## src/rtl/bgrf_pkg.sv

```systemverilog
// Shared types and constants for the binary grid rectangle finder.
// No dependencies; compile first.
package bgrf_pkg;

   localparam int FIELD_W    = 9;
   localparam int CSR_DATA_W = 10;
   localparam int CSR_IDX_W  = 1;
   localparam int RESET_DIM  = 512;

   localparam logic [CSR_IDX_W-1:0] CSR_GRID_ROWS = 1'b0;
   localparam logic [CSR_IDX_W-1:0] CSR_GRID_COLS = 1'b1;

   localparam int FIFO_DEPTH = 4;
   localparam int FIFO_PTR_W = 2;
   localparam int FIFO_CNT_W = 3;

   typedef struct packed {
      logic [FIELD_W-1:0] top_row;
      logic [FIELD_W-1:0] left_col;
      logic [FIELD_W-1:0] bottom_row;
      logic [FIELD_W-1:0] right_col;
      logic               run_end;
   } rsp_item_type;

endpackage

```

## src/rtl/bgrf_rsp_fifo.sv

```systemverilog
// Small result queue: up to two beats pushed per cycle, one popped.
// Depends on bgrf_pkg.
module bgrf_rsp_fifo (
   input  logic                   clock,
   input  logic                   reset,
   input  logic                   push_a,
   input  logic                   push_b,
   input  bgrf_pkg::rsp_item_type item_a,
   input  bgrf_pkg::rsp_item_type item_b,
   input  logic                   pop,
   output logic                   out_valid,
   output bgrf_pkg::rsp_item_type out_item,
   output logic                   has_room
);
   import bgrf_pkg::*;

   rsp_item_type          slot_ff [FIFO_DEPTH];
   logic [FIFO_PTR_W-1:0] wr_ptr_ff, wr_ptr_in;
   logic [FIFO_PTR_W-1:0] rd_ptr_ff, rd_ptr_in;
   logic [FIFO_CNT_W-1:0] count_ff, count_in;
   logic                  do_pop;

   assign do_pop    = pop && (count_ff != '0);
   assign out_valid = (count_ff != '0);
   assign out_item  = slot_ff[rd_ptr_ff];
   assign has_room  = (count_ff <= FIFO_CNT_W'(FIFO_DEPTH - 2));

   always_comb begin
      wr_ptr_in = wr_ptr_ff + FIFO_PTR_W'(push_a) + FIFO_PTR_W'(push_b);
      rd_ptr_in = rd_ptr_ff + FIFO_PTR_W'(do_pop);
      count_in  = count_ff + FIFO_CNT_W'(push_a) + FIFO_CNT_W'(push_b)
                  - FIFO_CNT_W'(do_pop);
   end

   always_ff @(posedge clock) begin
      if (push_a) begin
         slot_ff[wr_ptr_ff] <= item_a;
      end
      if (push_b) begin
         slot_ff[FIFO_PTR_W'(wr_ptr_ff + 1'b1)] <= item_b;
      end
   end

   always_ff @(posedge clock) begin
      if (reset) begin
         wr_ptr_ff <= '0;
         rd_ptr_ff <= '0;
         count_ff  <= '0;
      end else begin
         wr_ptr_ff <= wr_ptr_in;
         rd_ptr_ff <= rd_ptr_in;
         count_ff  <= count_in;
      end
   end

endmodule

```

## config.mk

```make
export PLATFORM = sky130hd
export DESIGN_NAME = bgrf_rsp_fifo
export DESIGN_NICKNAME = d
export VERILOG_FILES = /design/src/rtl/bgrf_pkg.sv /design/src/rtl/bgrf_rsp_fifo.sv
export SDC_FILE = /design/constraint.sdc
export NUM_CORES = 1
export LEC_CHECK = 0
export CAP_MARGIN = 20
export CELL_PAD_IN_SITES_DETAIL_PLACEMENT = 1
export CELL_PAD_IN_SITES_GLOBAL_PLACEMENT = 2
export CORE_MARGIN = 2
export CORE_UTILIZATION = 35
export CTS_CLUSTER_DIAMETER = 30
export DETAILED_ROUTE_END_ITERATION = 6
export DONT_BUFFER_PORTS = 1
export GPL_TIMING_DRIVEN = 0
export HOLD_SLACK_MARGIN = 0.06
export PLACE_DENSITY_LB_ADDON = 0.1
export SETUP_SLACK_MARGIN = 0.15
export SYNTH_ARGS = -nofsm -noshare
export SYNTH_HDL_FRONTEND = slang
export SYNTH_SLANG_ARGS = --single-unit
```

## constraint.sdc

```tcl
create_clock -name clock -period 4.75 [get_ports clock]
set_input_delay 0.95 -clock clock [delete_from_list [all_inputs] [get_ports clock]]
set_output_delay 0.95 -clock clock [all_outputs]
set_load 0.005 [all_outputs]
```

---- After elaboration in Yosys (flattened, before gate mapping) ----
Memories as Yosys holds them, arrays and structs flattened. A register that Yosys moved wholly into a read port is not among the register bits.
Cells that the tools add are included.
storage, ports and cells
  register bits after elaboration ......... 7
  bits in writable memories ............... 148
  bits of input ports ..................... 79
  logic and storage cells ................. 19
  memories ................................ 1
cells by class
  add/subtract/negate cells ............... 7
  order comparisons ....................... 1
  multiplexer cells ....................... 5
  reduce and logical (&&, ||, !) cells .... 2
memory list
  name     words  bits a word  rd ports  clocked after Yosys merged registers in  write ports  line                 source
  slot_ff  4      37           1         1                                        2            bgrf_rsp_fifo.sv:17  rsp_item_type slot_ff [FIFO_DEPTH];
operator list
  operator                                                        count
  adder 2 x 1 -> 2 bit                                            3
  adder 3 x 1 -> 3 bit                                            2
  2-to-1 mux 1 bit                                                4
  less-or-equal comparator 3 x 2 -> 1 bit, second input constant  1
  nonzero test 3 bit                                              1
  subtractor 3 x 1 -> 3 bit                                       1
  adder 2 x 1 -> 2 bit, second input constant                     1
  2-to-1 mux 2 bit                                                1
  logical AND 1 bit                                               1

---- Logic depth before layout (Yosys ltp) ----
Gate-level depths: netlist of run 1.
  depth after elaboration ................. 4
  gate-level depth with buffers ........... 8
  gate-level depth less buffers ........... 8

---- Worst setup path after synthesis of run 1 ----
OpenSTA, ideal clock, no wires.
  path type ............................... input-to-reg
  start ................................... input push_a
  end ..................................... memory slot_ff[0][0] in the netlist's numbering (enable)
  library setup time ...................... 0.483 ns
  arrival ................................. 3.641 ns
  required time ........................... 4.267 ns
  slack ................................... 0.626 ns
  stages .................................. 2
  path through ............................ nand2b_1 -> o21ai_0
RTL lines
  item                line                 source
  start: declaration  bgrf_rsp_fifo.sv:6   input logic push_a,
  end: declaration    bgrf_rsp_fifo.sv:17

==> results.txt, run 1 <==
status - finished clean
Layout area overhead - 13.8%
switching pwr - 1.10 mW
CTS Buffer Depth - 2
Comb pwr share - 23.7%
global placement routability congestion - 0.655
DP Worst Slack - 2.22 ns
initial antenna violation count - 0
RR Endpoint - count_ff[2]$_SDFF_PP0_
# DRC - 0
root buf cell - clkbuf_16
register area share after synthesis - 58.2%
Pleak - 3.19 nW
Multi-input gate area - 3060 um^2
Final Hold Vio Count - 0
drt first pass iters - 4
hold path depth - 1
first-pass GRT wire length - 27400 um
syn nets - 486
CTS Buf Count - 17
vias per cell - 5.21
RSZ-0062 raised after global routing - false
hold_ws - 0.590 ns
TritonCTS clock tree - built
worst IR drop on VDD - 224 uV
DRT iter0 DRCs - 141
Hold Crit Class - input port to flop
vias in the first global route - 4249
CP endpoint kind - output pin
post-CTS sizing - 0
Reg power frac - 41.9%
minimum clock period - 2.87 ns
Slew HR - 40.0%
Critical Path Start Type - flop
dpl hpwl - 11800 um
initial core utilization - 35.9%
Arrival @ worst endpoint - 1.92 ns
Switching Fraction - 26.2%
commonest non-fill, non-tap cell in the layout - edfxtp_1
IO Count - 118
Crit Path Category - flop to output pin
CTS Hold Bufs - 0
Hold Path Origin - reset
pwr dens - 470 nW/um^2
layout cells sized above 1 - 57.2%
max cap viols - 0
core footprint - 22000 um^2
antenna cells - 0
Synth Register Bits - 155
total number of yosys warnings - 0
Avg Cell Area, Syn - 19.6 um^2
final worst setup slack - 1.88 ns
r2r setup slk - 2.38 ns
largest net degree at the start of global routing - 23
P_int - 3.11 mW
I/O Buffers - 0
worst r2r path cells - 8
setup bufs post-CTS - 0
routed via count - 3738
Setup Skew - 0.0145 ns
period utilization - 60.4%
Final #Nets - 509
DIE AREA - 23700 um^2
total congestion overflow - 0
Die Y - 154 um
clk_lat worst skew - 0.43 ns
# H-tree levels - 4
Detailed Route WL - 18400 um
Mapped Area - 7880 um^2
average wire per standard cell - 25.6 um
Total Power - 4.21 mW
CP Max Fanout - 10
Die X - 154 um
fmax - 349 MHz
most frequent cells in the layout - 148 x edfxtp_1, 80 x mux2_2, 68 x mux2_4
worst slew pin tran - 0.897 ns
max-slew violation count - 0
final setup violation count - 0
worst reg2reg startpoint - count_ff[1]$_SDFF_PP0_
Clock Sinks - 155
clock power share - 34.5%
Clock transition at path regs - 0.06 ns
Rows - 54
Synth Instances - 401
Fillers - 2094
ANT nets after route - 0
all-layer global routing usage - 16.1%
Netlist cell types - 26
Hold Path Sink - rd_ptr_ff[0]$_SDFF_PP0_
Register Area - 4580 um^2
CP Data Required Time - 3.80 ns
[power by group through the flow]
| stage | registers (mW) | clock network [mW] | logic [mW] |
|---|---|---|---|
| 6_report | 1.76 | 1.45 | 0.996 |
| 5_1_grt | 1.78 | 1.54 | 1.09 |
| 4_1_cts | 1.77 | 1.48 | 1.04 |
| 3_5_place_dp | 1.79 | 0 | 1.04 |
| 3_3_place_gp | 1.81 | 0 | 0.983 |
| 2_1_floorplan | 1.79 | 0 | 0.756 |
[per-stage QoR]
step	utilization, %	std cells	setup TNS, ns	area, um^2
after floorplan	-	401	0	7880
after global placement	37.5	681	-183.69	8230
after detailed placement	38.0	685	0	8350
after CTS	40.8	717	0	8970
after global routing	40.8	717	0	8970
final	40.8	717	0	8970
[routing by layer]
| metal | GRT usage (%) | wire, um | up-vias |
|---|---|---|---|
| li1 | - | - | 1662 |
| met1 | 19.2 | 7580 | 1988 |
| met2 | 27.9 | 9700 | 75 |
| met3 | 5.33 | 943 | 13 |
| met4 | 4.14 | 164 | 0 |
| met5 | 0 | 0 | - |
[sequential cells by signal (all words and copies together), names as in the netlist]
register	count
count_ff	3
rd_ptr_ff	2
slot_ff	148
wr_ptr_ff	2
[worst max-delay path by stage]
stage	start	endpoint	slack [ns]
6_report	rd_ptr_ff[0]$_SDFF_PP0_	out_item[15]	1.88
2_1_floorplan	push_a	slot_ff[0][0]$_DFFE_PP_	0.63
3_3_place_gp	push_a	slot_ff[0][24]$_DFFE_PP_	-2.41
4_1_cts	rd_ptr_ff[0]$_SDFF_PP0_	out_item[15]	1.81
3_5_place_dp	pop	count_ff[2]$_SDFF_PP0_	2.22
5_1_grt	rd_ptr_ff[0]$_SDFF_PP0_	out_item[15]	1.74
[critical path: stages (launching register included)]
cell and delay (ns):
dfxtp_1 0.34, buf_4 0.25, buf_4 0.30, mux4_2 0.60
[synth_stat cells (all sizes together)]
library cell  number  area, um^2
nor2               6        22.5
inv                6        22.5
nand3b             2        27.5
nand3              1        10.0
a21o               1        7.51
nor3b              1        12.5
edfxtp           148        4440
mux2             148        1920
nor2b              4        25.0
buf               25         249
xnor2              2        17.5
or3                1        6.26
nand2b             1        6.26
mux2i              1        10.0
fa                 3        60.1
dfxtp              7         140
o21ai              2        10.0
xor2               1        8.76
mux4              37         833
and2               1        6.26
ha                 3        37.5
[cells by family after synthesis]
group | Yosys count | synth area share, %
compound gates | 3 | 0.222
xor+xnor | 3 | 0.334
fa+ha+maj | 6 | 1.24
buf+inv | 31 | 3.45
flops | 155 | 58.2
mux | 186 | 35.1
simple gates | 17 | 1.48
[final cells by class]
class	count	share of cell area [%]
plain buffers	25	2.78
clock buffers	18	4.79
clock inverters	14	2.13
inverters	6	0.251
multi-input cells	215	34.1
flip-flops and latches	155	51.1
well taps	280	3.91
repair buffers	4	0.893
Power figures use the tool's default switching activity.
==> run 2, diff against run 1 <==
Clock period 4.75 ns to 2.8 ns, I/O delays scaled along.
==> results.txt, run 2 (synthesis gave the netlist of run 1 again) <==
Clock Sinks - 155 (unchanged)
antenna cells - 0 (unchanged)
global placement routability congestion - 0.675 (+3.0%)
Layout area overhead - 12.8%
max reg flops - 148 (unchanged)
Detailed Route WL - 18200 um (-1.1%)
Fillers - 2091 (-0.14%)
Placed Cells - 685 (unchanged)
Total Power - 6.81 mW (+62%)
dpl hpwl - 11700 um (-0.77%)
first-pass GRT wire length - 27000 um (-1.6%)
CP endpoint kind - output pin
Critical Path Start Type - flop
root buf cell - clkbuf_16
setup bufs post-CTS - 0 (unchanged)
initial core utilization - 35.9% (unchanged)
core footprint - 22000 um^2 (unchanged)
commonest non-fill, non-tap cell in the layout - edfxtp_1
max-slew violation count - 0 (unchanged)
Pleak - 3.15 nW (-1.3%)
Die Y - 154 um (unchanged)
Final #Nets - 509 (unchanged)
CP Max Fanout - 10 (unchanged)
DIE AREA - 23700 um^2 (unchanged)
most frequent cells in the layout - 148 x edfxtp_1, 80 x mux2_2, 68 x mux2_4
Multi-input gate area - 3060 um^2 (unchanged)
# H-tree levels - 4 (unchanged)
Hold Crit Class - input port to flop
Die X - 154 um (unchanged)
max cap viols - 0 (unchanged)
CTS Hold Bufs - 0 (unchanged)
average wire per standard cell - 25.4 um (-1.1%)
clk_lat worst skew - 0.43 ns (about the same)
# DRC - 0 (unchanged)
DRT iter0 DRCs - 97 (-31%)
biggest regs - slot_ff: 148 flops, count_ff: 3 flops
Clock transition at path regs - 0.06 ns (about the same)
TritonCTS clock tree - built
Register Area - 4580 um^2 (unchanged)
all-layer global routing usage - 15.9% (-0.18 points)
Non-Filler Instances - 717 (unchanged)
Slew HR - 44.7% (+4.8 points)
fmax - 405 MHz
I/O Buffers - 0 (unchanged)
minimum clock period - 2.47 ns
ANT nets after route - 0 (unchanged)
Rows - 54 (unchanged)
worst IR drop on VDD - 376 uV (+68%)
routed via count - 3702 (-0.96%)
total congestion overflow - 0 (unchanged)
worst slew pin tran - 0.826 ns (-0.0712 ns)
Biggest register - slot_ff
post-CTS sizing - 0 (unchanged)
initial antenna violation count - 0 (unchanged)
drt first pass iters - 4 (unchanged)
Crit Path Category - flop to output pin
Setup Skew - 0.00838 ns (-0.00615 ns)
RSZ-0062 raised after global routing - false
CP Data Required Time - 2.24 ns (-1.56 ns)
period utilization - 88.2%
CTS Buf Count - 17 (unchanged)
vias in the first global route - 4187 (-1.5%)
largest net degree at the start of global routing - 23 (unchanged)
IO Count - 118 (unchanged)
post-layout util - 40.5% (-0.37 points)
pwr dens - 767 nW/um^2 (+63%)
final setup violation count - 0 (unchanged)
Arrival @ worst endpoint - 1.91 ns (about the same)
Final Hold Vio Count - 0 (unchanged)
CTS Buffer Depth - 2 (unchanged)
vias per cell - 5.16 (-0.96%)
layout cells sized above 1 - 57.7% (+0.46 points)
status - finished clean
run 2: changes by cell type in the layout (fill, tap and decap cells not counted):
cell and change:
bufinv_16 -4, clkbuf_1 -1, clkinv_1 -1, clkinv_2 +1
clkinv_4 +1, clkinvlp_4 +2, inv_6 +2
run 2: per-layer routing:
metal,global-route usage [%],wire [um],vias to the layer above
li1,-,-,1666
met1,18.4,7350,1927
met2,27.6,9440,86
met3,5.30,1100,23
met4,5.52,293,0
met5,0,0,-
run 2: where the power goes:
part	total, mW	internal, mW	switching (mW)	leakage [nW]
Clock	2.14	1.14	0.999	0.254
Combinational	1.68	0.860	0.823	1.45
Sequential	2.99	2.91	0.0790	1.45
run 2: path summary, 6_finish.rpt:
check	endpoint	start	cells past startpoint	slack (ns)
setup / recovery	out_item[21]	rd_ptr_ff[0]$_SDFF_PP0_	3	0.33
hold / removal	count_ff[2]$_SDFF_PP0_	reset	1	0.19
setup reg to reg	count_ff[2]$_SDFF_PP0_	count_ff[1]$_SDFF_PP0_	8	0.46
hold reg to reg	rd_ptr_ff[0]$_SDFF_PP0_	rd_ptr_ff[0]$_SDFF_PP0_	2	0.61
run 2: cell type report:
| cell class | instances | area share (%) |
|---|---|---|
| Tap cell | 280 | 3.94 |
| Buffer | 25 | 2.80 |
| Inverter | 6 | 0.253 |
| Sequential cell | 155 | 51.6 |
| Timing Repair Buffer | 4 | 0.901 |
| Clock buffer | 17 | 4.79 |
| Clock inverter | 15 | 1.28 |
| Multi-Input combinational cell | 215 | 34.4 |
run 2: per-stage QoR:
stage	area (um^2)	worst slack, ns	TNS [ns]	hold slack [ns]
2_1_floorplan	7880	0.0611	0	0.560
3_3_place_gp	8230	-1.73	-247.68	0.570
3_5_place_dp	8350	0.464	0	0.596
4_1_cts	8890	0.252	0	0.170
5_1_grt	8890	0.206	0	0.169
6_report	8890	0.330	0	0.193
run 2: critical path, cell delays in order, from the launching register on:
cell	delay, ns
dfxtp_1	0.34
buf_4	0.25
buf_4	0.31
mux4_2	0.58
